<file path="src/design/bir_pkg.sv">
// Shared types and constants for the bilinear image resampler.
`timescale 1ns / 1ps
`default_nettype none
package bir_pkg;

    localparam int DEF_MAX_WIDTH    = 256;
    localparam int DEF_MAX_HEIGHT   = 256;
    localparam int DEF_MAX_CHANNELS = 4;

    localparam int QUEUE_DEPTH = 4;
    localparam int OUT_DEPTH   = 4;

    localparam int FRAC_W = 17;

    localparam logic [2:0] CFG_SOURCE_WIDTH  = 3'd0;
    localparam logic [2:0] CFG_SOURCE_HEIGHT = 3'd1;
    localparam logic [2:0] CFG_CHANNEL_COUNT = 3'd2;
    localparam logic [2:0] CFG_SCALE_X       = 3'd3;
    localparam logic [2:0] CFG_SCALE_Y       = 3'd4;

    typedef enum logic [1:0] {
        KIND_WRITE,
        KIND_READ,
        KIND_ZERO
    } bir_kind_t;

    typedef struct packed {
        logic [8:0]  source_width;
        logic [8:0]  source_height;
        logic [2:0]  channel_count;
        logic [23:0] scale_x;
        logic [23:0] scale_y;
    } bir_cfg_t;

endpackage
`default_nettype wire

</file>
<file path="src/design/bir_front.sv">
// Front end: accepts words, maps coordinates and classifies them into queue entries.
`timescale 1ns / 1ps
`default_nettype none
module bir_front #(
    parameter int MAX_WIDTH    = bir_pkg::DEF_MAX_WIDTH,
    parameter int MAX_HEIGHT   = bir_pkg::DEF_MAX_HEIGHT,
    parameter int MAX_CHANNELS = bir_pkg::DEF_MAX_CHANNELS,
    parameter int ENTRY_W      = 64
) (
    input  wire logic               clk,
    input  wire logic               rst_n,
    input  wire bir_pkg::bir_cfg_t  cfg,
    input  wire logic               push,
    output logic                    full,
    input  wire logic               req_type,
    input  wire logic [7:0]         pos_x,
    input  wire logic [7:0]         pos_y,
    input  wire logic [1:0]         chan,
    input  wire logic [7:0]         pixel_in,
    output logic                    q_push,
    input  wire logic               q_full,
    output logic [ENTRY_W-1:0]      q_data
);

    localparam int XW  = $clog2(MAX_WIDTH);
    localparam int YW  = $clog2(MAX_HEIGHT);
    localparam int CW  = (MAX_CHANNELS > 1) ? $clog2(MAX_CHANNELS) : 1;
    localparam int LW  = (XW > YW) ? XW : YW;
    localparam int WDW = $clog2(MAX_WIDTH + 1);
    localparam int HDW = $clog2(MAX_HEIGHT + 1);
    localparam int SW  = (WDW > HDW) ? WDW : HDW;
    localparam int NW  = $clog2(MAX_CHANNELS + 1);
    localparam int FW  = bir_pkg::FRAC_W;

    logic        a_valid_reg, a_valid_next;
    logic        b_valid_reg, b_valid_next;
    logic        a_type_reg;
    logic [7:0]  a_x_reg;
    logic [7:0]  a_y_reg;
    logic [1:0]  a_ch_reg;
    logic [7:0]  a_pix_reg;
    logic [32:0] a_prod_x_reg;
    logic [32:0] a_prod_y_reg;
    logic [ENTRY_W-1:0] b_data_reg, b_data_next;

    logic          b_free;
    logic          a_move;
    logic          a_free;
    logic          accept;
    logic          a_keep;
    logic [WDW-1:0] w_eff;
    logic [HDW-1:0] h_eff;
    logic [NW-1:0]  nc_eff;
    logic           ch_ok;
    logic [2*LW+FW-1:0] map_x;
    logic [2*LW+FW-1:0] map_y;
    bir_pkg::bir_kind_t kind;

    function automatic logic [2*LW+FW-1:0] map_axis(
        input logic [32:0]   prod,
        input logic [SW-1:0] size_m1
    );
        logic [33:0]   q;
        logic [16:0]   i;
        logic [LW-1:0] lo;
        logic [LW-1:0] hi;
        logic [FW-1:0] frac;
        q    = {1'b0, prod} - 34'd65536;
        i    = q[33:17];
        lo   = '0;
        hi   = '0;
        frac = '0;
        if (prod >= 33'd65536)
        begin
            if (32'(i) >= 32'(size_m1))
            begin
                lo = LW'(size_m1);
                hi = LW'(size_m1);
            end
            else
            begin
                lo   = LW'(i);
                hi   = LW'(i) + 1'b1;
                frac = q[FW-1:0];
            end
        end
        return {lo, hi, frac};
    endfunction

    assign b_free  = !b_valid_reg || !q_full;
    assign a_move  = a_valid_reg && b_free;
    assign a_free  = !a_valid_reg || a_move;
    assign full    = !a_free;
    assign accept  = push && a_free;
    assign q_push  = b_valid_reg;
    assign q_data  = b_data_reg;

    always_comb
    begin
        if (cfg.source_width == '0)
            w_eff = WDW'(1);
        else if (32'(cfg.source_width) > MAX_WIDTH)
            w_eff = WDW'(MAX_WIDTH);
        else
            w_eff = WDW'(cfg.source_width);
        if (cfg.source_height == '0)
            h_eff = HDW'(1);
        else if (32'(cfg.source_height) > MAX_HEIGHT)
            h_eff = HDW'(MAX_HEIGHT);
        else
            h_eff = HDW'(cfg.source_height);
        if (cfg.channel_count == '0)
            nc_eff = NW'(1);
        else if (32'(cfg.channel_count) > MAX_CHANNELS)
            nc_eff = NW'(MAX_CHANNELS);
        else
            nc_eff = NW'(cfg.channel_count);
    end

    always_comb
    begin
        ch_ok  = 32'(a_ch_reg) < 32'(nc_eff);
        map_x  = map_axis(a_prod_x_reg, SW'(w_eff - 1'b1));
        map_y  = map_axis(a_prod_y_reg, SW'(h_eff - 1'b1));
        a_keep = 1'b1;
        if (!a_type_reg)
        begin
            kind   = bir_pkg::KIND_WRITE;
            a_keep = ch_ok && (32'(a_x_reg) < MAX_WIDTH) && (32'(a_y_reg) < MAX_HEIGHT);
            b_data_next = {kind, a_pix_reg, {FW{1'b0}}, {FW{1'b0}},
                           CW'(a_ch_reg),
                           XW'(a_x_reg), XW'(a_x_reg),
                           YW'(a_y_reg), YW'(a_y_reg)};
        end
        else
        begin
            kind = ch_ok ? bir_pkg::KIND_READ : bir_pkg::KIND_ZERO;
            b_data_next = {kind, a_pix_reg,
                           map_x[FW-1:0], map_y[FW-1:0],
                           CW'(a_ch_reg),
                           XW'(map_x[2*LW+FW-1:LW+FW]), XW'(map_x[LW+FW-1:FW]),
                           YW'(map_y[2*LW+FW-1:LW+FW]), YW'(map_y[LW+FW-1:FW])};
        end
    end

    always_comb
    begin
        a_valid_next = a_valid_reg;
        if (accept)
            a_valid_next = 1'b1;
        else if (a_move)
            a_valid_next = 1'b0;
        b_valid_next = b_valid_reg;
        if (a_move)
            b_valid_next = a_keep;
        else if (b_free)
            b_valid_next = 1'b0;
    end

    always_ff @(posedge clk or negedge rst_n)
    begin
        if (!rst_n)
        begin
            a_valid_reg <= 1'b0;
            b_valid_reg <= 1'b0;
        end
        else
        begin
            a_valid_reg <= a_valid_next;
            b_valid_reg <= b_valid_next;
        end
    end

    always_ff @(posedge clk)
    begin
        if (accept)
        begin
            a_type_reg   <= req_type;
            a_x_reg      <= pos_x;
            a_y_reg      <= pos_y;
            a_ch_reg     <= chan;
            a_pix_reg    <= pixel_in;
            a_prod_x_reg <= 33'(cfg.scale_x) * 33'({pos_x, 1'b1});
            a_prod_y_reg <= 33'(cfg.scale_y) * 33'({pos_y, 1'b1});
        end
        if (a_move)
        begin
            b_data_reg <= b_data_next;
        end
    end

endmodule
`default_nettype wire

</file>
<file path="config.mk">
export PLATFORM = sky130hd
export DESIGN_NAME = bir_front
export DESIGN_NICKNAME = d
export VERILOG_FILES = /design/src/design/bir_pkg.sv /design/src/design/bir_front.sv
export SDC_FILE = /design/constraint.sdc
export NUM_CORES = 1
export LEC_CHECK = 0
export ABC_AREA = 1
export BUFFER_PORTS_ARGS = -buffer_cell sky130_fd_sc_hd__buf_2
export CAP_MARGIN = 20
export CORE_ASPECT_RATIO = 0.75
export CORE_MARGIN = 3
export CORE_UTILIZATION = 45
export CTS_CLUSTER_DIAMETER = 100
export DETAILED_ROUTE_END_ITERATION = 6
export PLACE_DENSITY = 0.65
export SLEW_MARGIN = 20
export SYNTH_ARGS = -nofsm -noshare
export SYNTH_HDL_FRONTEND = slang
export SYNTH_SLANG_ARGS = --single-unit
</file>
<file path="constraint.sdc">
create_clock -name clk -period 6 [get_ports clk]
set_clock_uncertainty 0.15 [all_clocks]
set_input_delay 1.2 -clock clk [delete_from_list [all_inputs] [get_ports clk]]
set_output_delay 1.2 -clock clk [all_outputs]
set_load 0.01 [all_outputs]
</file>
==> results.toml <==
[placement]
place_congestion = 0.890
port_buffers = 157
dpl_cell_area_mm2 = 0.0234
placed_cells = 3482
post-place-ws_ps = -89.6
post-dp-hpwl_mm = 43.0

[sta]
rsz0062_at_grt = "no"
worst_pin_slew_ps = 1030
tns_ps = 0
max_freq_mhz = 177
fin_hold_ws_ps = 304
hold_viol_final = 0
worst_slack_ps = 340
timing.final.crit_share = 0.943
final-setup-viol-count = 0
maxSlewHeadroom = 0.309
report.final.slew_viol_count = 0
post-route-min-period_ps = 5660

[routing]
drt_iter0_markers = 1168
ant_nets = 0
wl_per_cell_um = 14.6
wirelength_mm = 51.5
vias_per_cell = 4.84
drtPass1Iterations = 7
drc = 6
vias = 17000

[status]
violations = "design-rule violations"
status = "complete, but fails checks"

[layout]
final_common_cell = "inv_1"
fin_area_mm2 = 0.0240
fin_nets = 3413
num-fill-cells = 4402
seq_area_mm2 = 0.00452
final_cells = 3517
layout_common_cells = "799 x inv_1, 684 x nand2_1, 310 x fa_1"
syn_to_final_growth_pct = 11.8
largest_register_ffs = 64
drive_gt1_frac = 0.104
multiInputGateArea_mm2 = 0.0136

[die]
initial_core_util = 0.461
boundaryPins = 166
die_y_um = 195
die_x_um = 258
rows = 68
coreArea_mm2 = 0.0465
die-area_mm2 = 0.0504

[yosys]
syn_area_per_cell_um2 = 7.93
ys_types = 47
synth_edf_count = 149
synth_area_leaders = "fa_1 29%, edfxtp_1 21%, inv_1 14%"
yosysSeqAreaShare = 0.211
yosys_warnings = 0
syn_area_mm2 = 0.0215
synthArstFlopShare = 0.0132
synth_top_area_cell = "fa_1"
synth_nets = 3248
syn_inst = 2706
synth_ff_type = "edfxtp_1"
synth.top_cell.area_share = 0.289
ys_ff_latch = 151

[grt]
grt_pass1_vias = 17600
grt_use_total = 0.212
grt_max_degree = 46
grt_pass1_wl_mm = 87.4
grt-ovfl-total = 0
antenna_found_initial = 4

[clocking]
path_clk_slew_ps = 60
htree_levels = 4
cts-buffers-inserted = 17
cts.path.max_buffers = 2
cts_setup_buffers = 0
clock_latency_ps = 430
clock-root-buffer = "clkbuf_16"
cts_tree = "yes"
ctsHoldBuffers = 0
clkSinkCount = 151
cts_resized = 0

[worst_setup_path]
cp-start-kind = "input port"
worstPathArrival_ps = 5740
cp_data_required_time_ps = 6080
cp_max_fo = 22
end_kind = "register"
crit_type = "in -> reg"

[power]
ir_drop_v = 0.000289
pwr_density_cell_mw_per_mm2 = 466
leakage_nw = 13.9

[job]
maxCapViolations = 0

[worst_hold_path]
hp-class = "reg -> reg"
-- worst paths after layout --
path / end / slack [ps] / cells after the start / from
setup / recovery: a_prod_y_reg[19]$_DFFE_PP_ / 340 / 19 / pos_y[4]
hold / removal: q_data[32]$_DFFE_PP_ / 300 / 0 / a_ch_reg[0]$_DFFE_PP_
setup reg to reg: q_data[17]$_DFFE_PP_ / 2380 / 17 / a_prod_x_reg[20]$_DFFE_PP_
hold reg to reg: q_data[32]$_DFFE_PP_ / 300 / 0 / a_ch_reg[0]$_DFFE_PP_
max in group asynchronous: a_valid_reg$_DFFE_PN0P_ / 5200 / 1 / rst_n
min in group asynchronous: q_push$_DFFE_PN0P_ / 400 / 1 / rst_n
-- synthesized netlist by cell type (2+ instances only) --
cell and n:
o21ai_1 4, nand2_2 8, o21ai_0 54, o2111ai_1 3
nand4_1 24, clkbuf_1 82, a21o_1 10, nor2_2 10
nor3_1 17, o211ai_1 4, buf_6 3, ha_1 132
dfrtp_1 2, o21a_1 3, fa_1 310, xor2_2 3
edfxtp_1 149, xnor2_1 24, inv_1 800, nand3_1 43
a31oi_1 5, nor2_4 2, or2_2 3, inv_2 3
nor2_1 133, a21boi_1 2, or2_1 2, nand3b_1 4
o21bai_1 4, xor2_1 64, nand2_1 684, nor4_1 15
o221ai_1 2, a21oi_1 85
-- power breakdown --
group,total (mW),switching (mW),leakage [nW],internal [mW]
clock network,1.09,0.438,0.287,0.656
registers,2.00,0.187,1.47,1.82
logic,8.09,4.90,12.2,3.18
-- layer usage --
layer,wire length (um),global-route usage,vias to the layer above
met5,7,0,-
met4,595,0.0355,2
met3,3190,0.0311,49
met2,21900,0.324,484
met1,25800,0.324,8221
li1,-,-,8249
-- area by class of cell --
| cell class | count | area share |
|---|---|---|
| flip-flops and latches | 151 | 0.189 |
| well taps | 630 | 0.0329 |
| clock buffers | 18 | 0.0179 |
| multi-input cells | 1663 | 0.566 |
| clock inverters | 14 | 0.00709 |
| diodes | 3 | 0.000313 |
| repair buffers | 233 | 0.0617 |
| inverters | 805 | 0.126 |
-- logic make-up after synthesis --
family	share of synthesized area
XOR/XNOR	0.0382
AO/OA/AOI/OAI	0.0468
buffers and inverters	0.157
adder cells (fa/ha/maj)	0.366
AND/OR/NAND/NOR	0.181
flip-flops	0.211
-- stage by stage --
step / power (mW) / utilization
5_1_grt: 12.4 / 0.516
3_3_place_gp: 9.91 / 0.503
3_5_place_dp: 10.0 / 0.503
2_1_floorplan: 7.47 / -
4_1_cts: 11.2 / 0.515
6_report: 11.2 / 0.516
-- critical path: stages --
cell and delay (ps):
buf_2 500, nand2_1 110, inv_1 100, fa_1 450, fa_1 500, fa_1 490
inv_1 50, fa_1 470, inv_1 40, ha_1 340, nand2_1 110, o21ai_0 270
nand2_1 90, o211ai_1 110, a31oi_1 100, o21ai_0 320, nand2_1 90, nand2_1 80
xor2_1 270
(Power assumes the default switching activity.)
