===== src/design/bir_pkg.sv =====
// Shared types and constants for the bilinear image resampler.
`timescale 1ns / 1ps
`default_nettype none
package bir_pkg;

    localparam int DEF_MAX_WIDTH    = 256;
    localparam int DEF_MAX_HEIGHT   = 256;
    localparam int DEF_MAX_CHANNELS = 4;

    localparam int QUEUE_DEPTH = 4;
    localparam int OUT_DEPTH   = 4;

    localparam int FRAC_W = 17;

    localparam logic [2:0] CFG_SOURCE_WIDTH  = 3'd0;
    localparam logic [2:0] CFG_SOURCE_HEIGHT = 3'd1;
    localparam logic [2:0] CFG_CHANNEL_COUNT = 3'd2;
    localparam logic [2:0] CFG_SCALE_X       = 3'd3;
    localparam logic [2:0] CFG_SCALE_Y       = 3'd4;

    typedef enum logic [1:0] {
        KIND_WRITE,
        KIND_READ,
        KIND_ZERO
    } bir_kind_t;

    typedef struct packed {
        logic [8:0]  source_width;
        logic [8:0]  source_height;
        logic [2:0]  channel_count;
        logic [23:0] scale_x;
        logic [23:0] scale_y;
    } bir_cfg_t;

endpackage
`default_nettype wire


===== src/design/bir_queue.sv =====
// Small show-ahead queue with push/full and pop/empty.
`timescale 1ns / 1ps
`default_nettype none
module bir_queue #(
    parameter int DEPTH = bir_pkg::QUEUE_DEPTH,
    parameter int W     = 8
) (
    input  wire logic         clk,
    input  wire logic         rst_n,
    input  wire logic         push,
    output logic              full,
    input  wire logic [W-1:0] wdata,
    input  wire logic         pop,
    output logic              empty,
    output logic [W-1:0]      rdata
);

    localparam int PW = (DEPTH > 1) ? $clog2(DEPTH) : 1;
    localparam int CW = $clog2(DEPTH + 1);

    logic [W-1:0]  mem_reg [0:DEPTH-1];
    logic [PW-1:0] wr_ptr_reg, wr_ptr_next;
    logic [PW-1:0] rd_ptr_reg, rd_ptr_next;
    logic [CW-1:0] count_reg, count_next;
    logic          do_push;
    logic          do_pop;

    assign full    = (count_reg == CW'(DEPTH));
    assign empty   = (count_reg == '0);
    assign do_push = push && !full;
    assign do_pop  = pop && !empty;
    assign rdata   = mem_reg[rd_ptr_reg];

    always_comb
    begin
        wr_ptr_next = wr_ptr_reg;
        rd_ptr_next = rd_ptr_reg;
        count_next  = count_reg;
        if (do_push)
        begin
            wr_ptr_next = (wr_ptr_reg == PW'(DEPTH - 1)) ? '0 : wr_ptr_reg + 1'b1;
        end
        if (do_pop)
        begin
            rd_ptr_next = (rd_ptr_reg == PW'(DEPTH - 1)) ? '0 : rd_ptr_reg + 1'b1;
        end
        if (do_push && !do_pop)
        begin
            count_next = count_reg + 1'b1;
        end
        else if (do_pop && !do_push)
        begin
            count_next = count_reg - 1'b1;
        end
    end

    always_ff @(posedge clk or negedge rst_n)
    begin
        if (!rst_n)
        begin
            wr_ptr_reg <= '0;
            rd_ptr_reg <= '0;
            count_reg  <= '0;
        end
        else
        begin
            wr_ptr_reg <= wr_ptr_next;
            rd_ptr_reg <= rd_ptr_next;
            count_reg  <= count_next;
        end
    end

    always_ff @(posedge clk)
    begin
        if (do_push)
        begin
            mem_reg[wr_ptr_reg] <= wdata;
        end
    end

endmodule
`default_nettype wire


===== config.mk =====
export PLATFORM = sky130hd
export DESIGN_NAME = bir_queue
export DESIGN_NICKNAME = d
export VERILOG_FILES = /design/src/design/bir_pkg.sv /design/src/design/bir_queue.sv
export SDC_FILE = /design/constraint.sdc
export NUM_CORES = 1
export LEC_CHECK = 0
export BUFFER_PORTS_ARGS = -buffer_cell sky130_fd_sc_hd__buf_2
export CAP_MARGIN = 5
export CORE_MARGIN = 2
export CORE_UTILIZATION = 53
export CTS_CLUSTER_DIAMETER = 50
export DETAILED_ROUTE_END_ITERATION = 6
export GPL_ROUTABILITY_DRIVEN = 0
export GPL_TIMING_DRIVEN = 0
export HOLD_SLACK_MARGIN = 0.12
export PLACE_DENSITY = 0.74
export SLEW_MARGIN = 20
export SYNTH_ARGS = -nofsm -noshare
export SYNTH_HDL_FRONTEND = slang
export SYNTH_SLANG_ARGS = --single-unit

===== constraint.sdc =====
create_clock -name clk -period 4.95 [get_ports clk]
set_input_delay 0.99 -clock clk [delete_from_list [all_inputs] [get_ports clk]]
set_output_delay 0.99 -clock clk [all_outputs]
set_load 0.02 [all_outputs]

==> flow_summary.json, run 1 <==
{
  "power.switching_mw": 0.3650,
  "port_buffers": 21,
  "grt_usage": 0.1632,
  "wl_met2_um": 1209,
  "critPathSlowestCell": "mux4_2",
  "yosysTopAreaCell": "edfxtp_1",
  "grt_first_pass_wirelength_um": 3946,
  "syn_nets": 98,
  "synth_common_cells": "edfxtp_1, mux4_2, dfrtp_1, ha_1, and2_2",
  "finalInstanceArea_um2": 1848,
  "cts_resized": 0,
  "internal_power_mw": 0.7511,
  "irDropWorstVdd_mv": 0.3009,
  "cts_hold_buf": 0,
  "drtAntennaViolNets": 0,
  "post_cts_buffers": 0,
  "synth-edff-count": 32,
  "num_vias": 770,
  "setup_ws_ps": 2226,
  "floorplan.initialDensity": 0.5441,
  "finalNetCount": 126,
  "critPathMaxStageDelay_ps": 550,
  "die-area_um2": 3515,
  "drc": 0,
  "powerDensity_nw_per_um2": 604.0,
  "cp.required_ps": 3960,
  "vias_per_cell": 5.461,
  "fill_cells": 209,
  "die_w_um": 59.29,
  "drt_iter0_drc": 26,
  "hold_class": "input pin to async pin",
  "cp-start-kind": "register",
  "crit_path_cell_trace": "buf_2 -> mux4_2 -> buf_2",
  "min_period_ps": 2724,
  "route.final.wire_length_um": 2356,
  "synth_seq_cells": 39,
  "synth-main-ff-cell": "edfxtp_1",
  "fmaxAchievable_mhz": 367.1,
  "cp-end-kind": "primary output",
  "antenna_found_initial": 0,
  "first_global_vias": 855,
  "wl_met1_um": 989,
  "synthArstFlopShare": 0.1795,
  "slew_headroom": 0.6445,
  "multi_input_area_um2": 452.9,
  "worst-path-max-fanout": 10,
  "drive_gt1_frac": 0.4722,
  "synth_most_common_cell": "edfxtp_1",
  "hpwl_um": 1648,
  "largest_reg_flops": 32,
  "p_sw_frac": 0.3271,
  "regArea_um2": 1136,
  "combPwrFrac": 0.374,
  "final_max_slew_viol_count": 0,
  "fin_worst_skew_ps": 7.106,
  "placementRows": 20,
  "synth_area_um2": 1620,
  "grt_max_degree": 14,
  "diodes": 0,
  "postPlaceCellArea_um2": 1767,
  "crit_top_cell": "buf_2",
  "crit_arrival_ps": 1730,
  "clock_latency_ps": 340,
  "seq_power_share": 0.438,
  "cts_max_path_buffers": 2,
  "synth_area_per_cell_um2": 20.51,
  "gr-total-overflow": 0,
  "die_h_um": 59.29,
  "h-tree-depth": 2,
  "worst_pin_slew_ps": 533.2,
  "path_clk_slew_ps": 110,
  "hold_violations": 0,
  "worstSetupPathType": "register to primary output",
  "rsz0062_at_grt": "no",
  "pin_count": 22,
  "p_clk_frac": 0.187,
  "synth_area_leaders": "edfxtp_1, mux4_2, dfrtp_1",
  "route.met3.wl_um": 106,
  "synthCells": 79,
  "setup_viol": 0,
  "highest_layer": "met4",
  "place_ws_ps": 2482,
  "maxCapViolations": 0,
  "drt-pass1-iter-count": 4,
  "clock_sinks": 39,
  "cts_tree": "built",
  "synth_top_area_share": 0.5931,
  "core_area_um2": 2978,
  "wl_per_cell_um": 16.71,
  "setup_tns_ps": 0,
  "outcome": "completed",
  "synth_cell_type_count": 19,
  "syn_to_final_growth_pct": 14.05,
  "power_leakage_nw": 0.7101,
  "root_buffer": "clkbuf_4",
  "cts_inserted_buffers": 5,
  "finalCritPeriodShare": 0.5503,
  "yosysSeqAreaShare": 0.7012,
  "ys_warn_count": 0
}
logic make-up (layout without fill, tap and decap cells):
logic type,Yosys count,after routing,synth area share
muxes,13,13,0.1506
adders and majority gates,7,7,0.05869
and+or+nand+nor,11,11,0.05405
DFF,39,39,0.7012
xor gates and xnor gates,3,3,0.01622
buffers and inverters,6,35,0.01930
layout by cell type, fill, tap and decap left out:
| master | Yosys | final |
|---|---|---|
| xor2_1 | 2 | 2 |
| mux2_4 | 2 | 2 |
| nor3_1 | 1 | 1 |
| edfxtp_1 | 32 | 32 |
| clkinv_2 | 0 | 1 |
| bufinv_16 | 0 | 1 |
| clkbuf_4 | 0 | 5 |
| buf_6 | 1 | 1 |
| nor2_1 | 3 | 3 |
| nor2b_2 | 1 | 1 |
| buf_1 | 1 | 1 |
| mux4_2 | 8 | 8 |
| xnor2_1 | 1 | 1 |
| mux2_2 | 3 | 3 |
| nand2b_4 | 1 | 1 |
| inv_1 | 3 | 3 |
| nor3b_4 | 1 | 1 |
| fa_1 | 1 | 1 |
| dfrtp_1 | 7 | 7 |
| and2_2 | 4 | 4 |
| buf_2 | 1 | 22 |
| clkinv_4 | 0 | 1 |
| ha_1 | 6 | 6 |
power groups by stage:
stage / clock network (mW) / registers (mW) / logic [mW]
3_3_place_gp: 0 / 0.491 / 0.413
4_1_cts: 0.216 / 0.490 / 0.428
2_1_floorplan: 0 / 0.485 / 0.324
3_5_place_dp: 0 / 0.497 / 0.427
6_report: 0.209 / 0.489 / 0.418
5_1_grt: 0.228 / 0.499 / 0.470
critical path: cells and delay by family, from the launching register on:
family / cells / cell delay [ps]
buffers and inverters: 2 / 480
DFF: 1 / 360
muxes: 1 / 550
cell type report:
| cell class | count | area share |
|---|---|---|
| well taps | 33 | 0.02234 |
| clock inverters | 3 | 0.02370 |
| plain buffers | 3 | 0.01083 |
| multi-input cells | 34 | 0.2451 |
| repair buffers | 21 | 0.05687 |
| inverters | 3 | 0.006093 |
| clock buffers | 5 | 0.02031 |
| flip-flops and latches | 39 | 0.6148 |
stage by stage:
stage               instances  utilization  hold WS [ps]  total power, mW
floorplan                  79            -         464.5           0.8092
global placement          133       0.5933         492.1           0.9037
detailed placement        133       0.5933         502.8           0.9245
CTS                       141       0.6206         450.1            1.134
global route              141       0.6206         447.2            1.198
finish                    141       0.6206         459.8            1.116
path summary, 6_finish.rpt:
path / startpoint / endpoint / slack, ps / cells past startpoint
max: rd_ptr_reg[0]$_DFFE_PN0P_ / rdata[0] / 2230 / 3
min: rst_n / count_reg[0]$_DFFE_PN0P_ / 460 / 1
max reg2reg: count_reg[0]$_DFFE_PN0P_ / count_reg[2]$_DFFE_PN0P_ / 2900 / 8
min reg2reg: count_reg[2]$_DFFE_PN0P_ / count_reg[2]$_DFFE_PN0P_ / 530 / 1
max in group asynchronous: rst_n / rd_ptr_reg[0]$_DFFE_PN0P_ / 4330 / 1
min in group clk: count_reg[2]$_DFFE_PN0P_ / count_reg[2]$_DFFE_PN0P_ / 530 / 1
routing by layer:
layer	track usage	up-vias
met4	0.06818	0
met2	0.2779	14
li1	-	359
met3	0.05895	5
met5	0	-
met1	0.1844	392
Note: power is estimated with default switching activity, not from simulation.
==> inputs of run 2 (changes only) <==
ABC_AREA = 1   (was unset)
CORE_UTILIZATION = 51   (was 53)
clock period = 2.4 ns   (was 4.95 ns; I/O delays follow)
==> flow_summary.json, run 2 <==
{
  "vias_per_cell": 5.013,
  "yosysTopAreaCell": "edfxtp_1",
  "grt_first_pass_wirelength_um": 5533,
  "met3_usage": 0.03784,
  "worstSetupPathType": "register to primary output",
  "drtAntennaViolNets": 0,
  "p_total_mw": 2.367,
  "cts_resized": 0,
  "crit_arrival_ps": 1550,
  "diodes": 0,
  "grt_usage": 0.1853,
  "clock_latency_ps": 340,
  "seq_power_share": 0.419,
  "p_clk_frac": 0.129,
  "drive_gt1_frac": 0.1913,
  "internal_power_mw": 1.405,
  "p_sw_frac": 0.4066,
  "synth_top_area_share": 0.5462,
  "met1_usage": 0.2232,
  "worstHoldStart": "wdata[3]",
  "hold-path-endpoint": "mem_reg[2][3]$_DFFE_PP_",
  "cts_tree": "built",
  "synth_cell_type_count": 16,
  "die_h_um": 62.73,
  "finalNetCount": 202,
  "final_cell_mix": "nand2_1, edfxtp_1, inv_1, buf_2, o211ai_1",
  "synth_area_leaders": "edfxtp_1, dfrtp_1, nand2_1",
  "drc": 0,
  "worstReg2RegStart": "count_reg[0]$_DFFE_PN0P_",
  "wl_per_cell_um": 13.79,
  "num_vias": 1148,
  "root_buffer": "clkbuf_4",
  "cts_hold_buf": 1,
  "worst-path-max-fanout": 10,
  "cp-end-kind": "primary output",
  "placementRows": 21,
  "hold_class": "input pin to register",
  "irDropWorstVdd_mv": 0.5031,
  "final_common_cell": "nand2_1",
  "regToRegSetupSlack_ps": 490,
  "route.final.wire_length_um": 3158,
  "synth_common_cells": "nand2_1, edfxtp_1, inv_1, o211ai_1",
  "outcome": "completed",
  "die_w_um": 62.73,
  "worst_pin_slew_ps": 825.0,
  "fmaxAchievable_mhz": 493.5,
  "maxCapViolations": 0,
  "cts_max_path_buffers": 2,
  "synth-main-ff-cell": "edfxtp_1",
  "syn_to_final_growth_pct": 12.45,
  "largest_reg_flops": 32,
  "use_met2": 0.3253,
  "power.switching_mw": 0.9625,
  "synthCells": 154,
  "combPwrFrac": 0.452,
  "drt-pass1-iter-count": 4,
  "setup_tns_ps": 0,
  "drt_iter0_drc": 47,
  "hpwl_um": 2227,
  "cp.required_ps": 1920,
  "final_max_slew_viol_count": 0,
  "synth_seq_cells": 39,
  "cts_inserted_buffers": 5,
  "pin_count": 22,
  "path_clk_slew_ps": 110,
  "synth-edff-count": 32,
  "floorplan.initialDensity": 0.5272,
  "synthArstFlopShare": 0.1795,
  "cp-start-kind": "register",
  "core_area_um2": 3337,
  "hold_depth": 1,
  "h-tree-depth": 2,
  "grt_busiest_layer": "met2",
  "synth_area_um2": 1759,
  "synth_most_common_cell": "nand2_1",
  "r2r-end": "count_reg[2]$_DFFE_PN0P_",
  "synth_area_per_cell_um2": 11.42,
  "setup_viol": 0,
  "grt_max_degree": 12,
  "first_global_vias": 1231,
  "fin_worst_skew_ps": 5.508,
  "powerDensity_nw_per_um2": 1197,
  "die-area_um2": 3935,
  "post_cts_buffers": 0,
  "yosysSeqAreaShare": 0.6458,
  "port_buffers": 21,
  "power_leakage_nw": 0.8932,
  "reg2regPathDepth": 11,
  "ys_warn_count": 0,
  "rsz0062_at_grt": "no",
  "finalCritPeriodShare": 0.8443,
  "min_period_ps": 2026,
  "antenna_found_initial": 0,
  "syn_nets": 173,
  "slew_headroom": 0.4479,
  "hold_violations": 0,
  "clock_sinks": 39,
  "gr-total-overflow": 0
}
-- run 2: changes by cell type in the layout (fill, tap and decap cells not counted), moves of 2 or more --
cell	change
mux4_2	-8
nand3_1	+7
inv_1	+28
nand2_1	+38
and2_2	-4
xor2_1	-2
mux2_4	-2
buf_6	+4
mux2_2	-3
nor2_1	+3
o211ai_1	+15
-- run 2: cells by family after synthesis --
kind of cell	Yosys count	share of synthesized area
AO/OA/AOI/OAI	17	0.07397
buffers and inverters	37	0.1003
flip-flops	39	0.6458
XOR/XNOR	1	0.004980
adder cells (fa/ha/maj)	7	0.05405
AND/OR/NAND/NOR	53	0.1209
-- run 2: worst max path at each step --
| stage | start | to | slack (ps) | cells past startpoint |
|---|---|---|---|---|
| 2_1_floorplan | count_reg[0]$_DFFE_PN0P_ | count_reg[1]$_DFFE_PN0P_ | 710 | 9 |
| 6_report | rd_ptr_reg[1]$_DFFE_PN0P_ | rdata[2] | 370 | 5 |
| 3_3_place_gp | count_reg[0]$_DFFE_PN0P_ | count_reg[1]$_DFFE_PN0P_ | 600 | 9 |
| 5_1_grt | rd_ptr_reg[1]$_DFFE_PN0P_ | rdata[0] | 220 | 5 |
| 4_1_cts | rd_ptr_reg[1]$_DFFE_PN0P_ | rdata[1] | 350 | 5 |
| 3_5_place_dp | count_reg[0]$_DFFE_PN0P_ | count_reg[2]$_DFFE_PN0P_ | 500 | 11 |
-- run 2: routing by layer --
| layer | vias up | wire length [um] |
|---|---|---|
| met5 | - | 0 |
| met4 | 0 | 51 |
| met3 | 5 | 106 |
| met2 | 27 | 1664 |
| met1 | 553 | 1336 |
| li1 | 563 | - |
-- run 2: worst max-delay path: stages, from the launching register on --
cell and delay, ps:
dfrtp_1 410, buf_6 150, inv_1 250, o211ai_1 140, nand2_1 90, buf_2 160
-- run 2: layout make-up --
cell class	instances	area, um^2
sequential	39	1136
clock buffer	5	37.54
tap	46	57.56
fill	286	1359
timing repair buffer	22	115.1
multi-input combinational	78	446.7
inverter	32	120.1
buffer	5	56.30
clock inverter	2	8.758
-- run 2: through the flow --
| step | instance area (um^2) | cells | util | hold WS [ps] | setup WS, ps |
|---|---|---|---|---|---|
| after floorplan | 1759 | 154 | - | 184.4 | 706.9 |
| after global placement | 1922 | 221 | 0.5759 | 318.1 | 604.4 |
| after detailed placement | 1922 | 221 | 0.5759 | 332.1 | 501.3 |
| after CTS | 1978 | 229 | 0.5928 | 341.6 | 345.6 |
| after global routing | 1978 | 229 | 0.5928 | 334.4 | 221.7 |
| final | 1978 | 229 | 0.5928 | 349.3 | 373.6 |
-- run 2: power by group through the flow --
stage | logic (mW) | clock network, mW | registers (mW)
2_1_floorplan | 0.784 | 0 | 0.987
3_3_place_gp | 1.03 | 0 | 0.994
3_5_place_dp | 1.09 | 0 | 1.01
4_1_cts | 1.10 | 0.309 | 0.993
5_1_grt | 1.21 | 0.343 | 1.01
6_report | 1.07 | 0.306 | 0.992
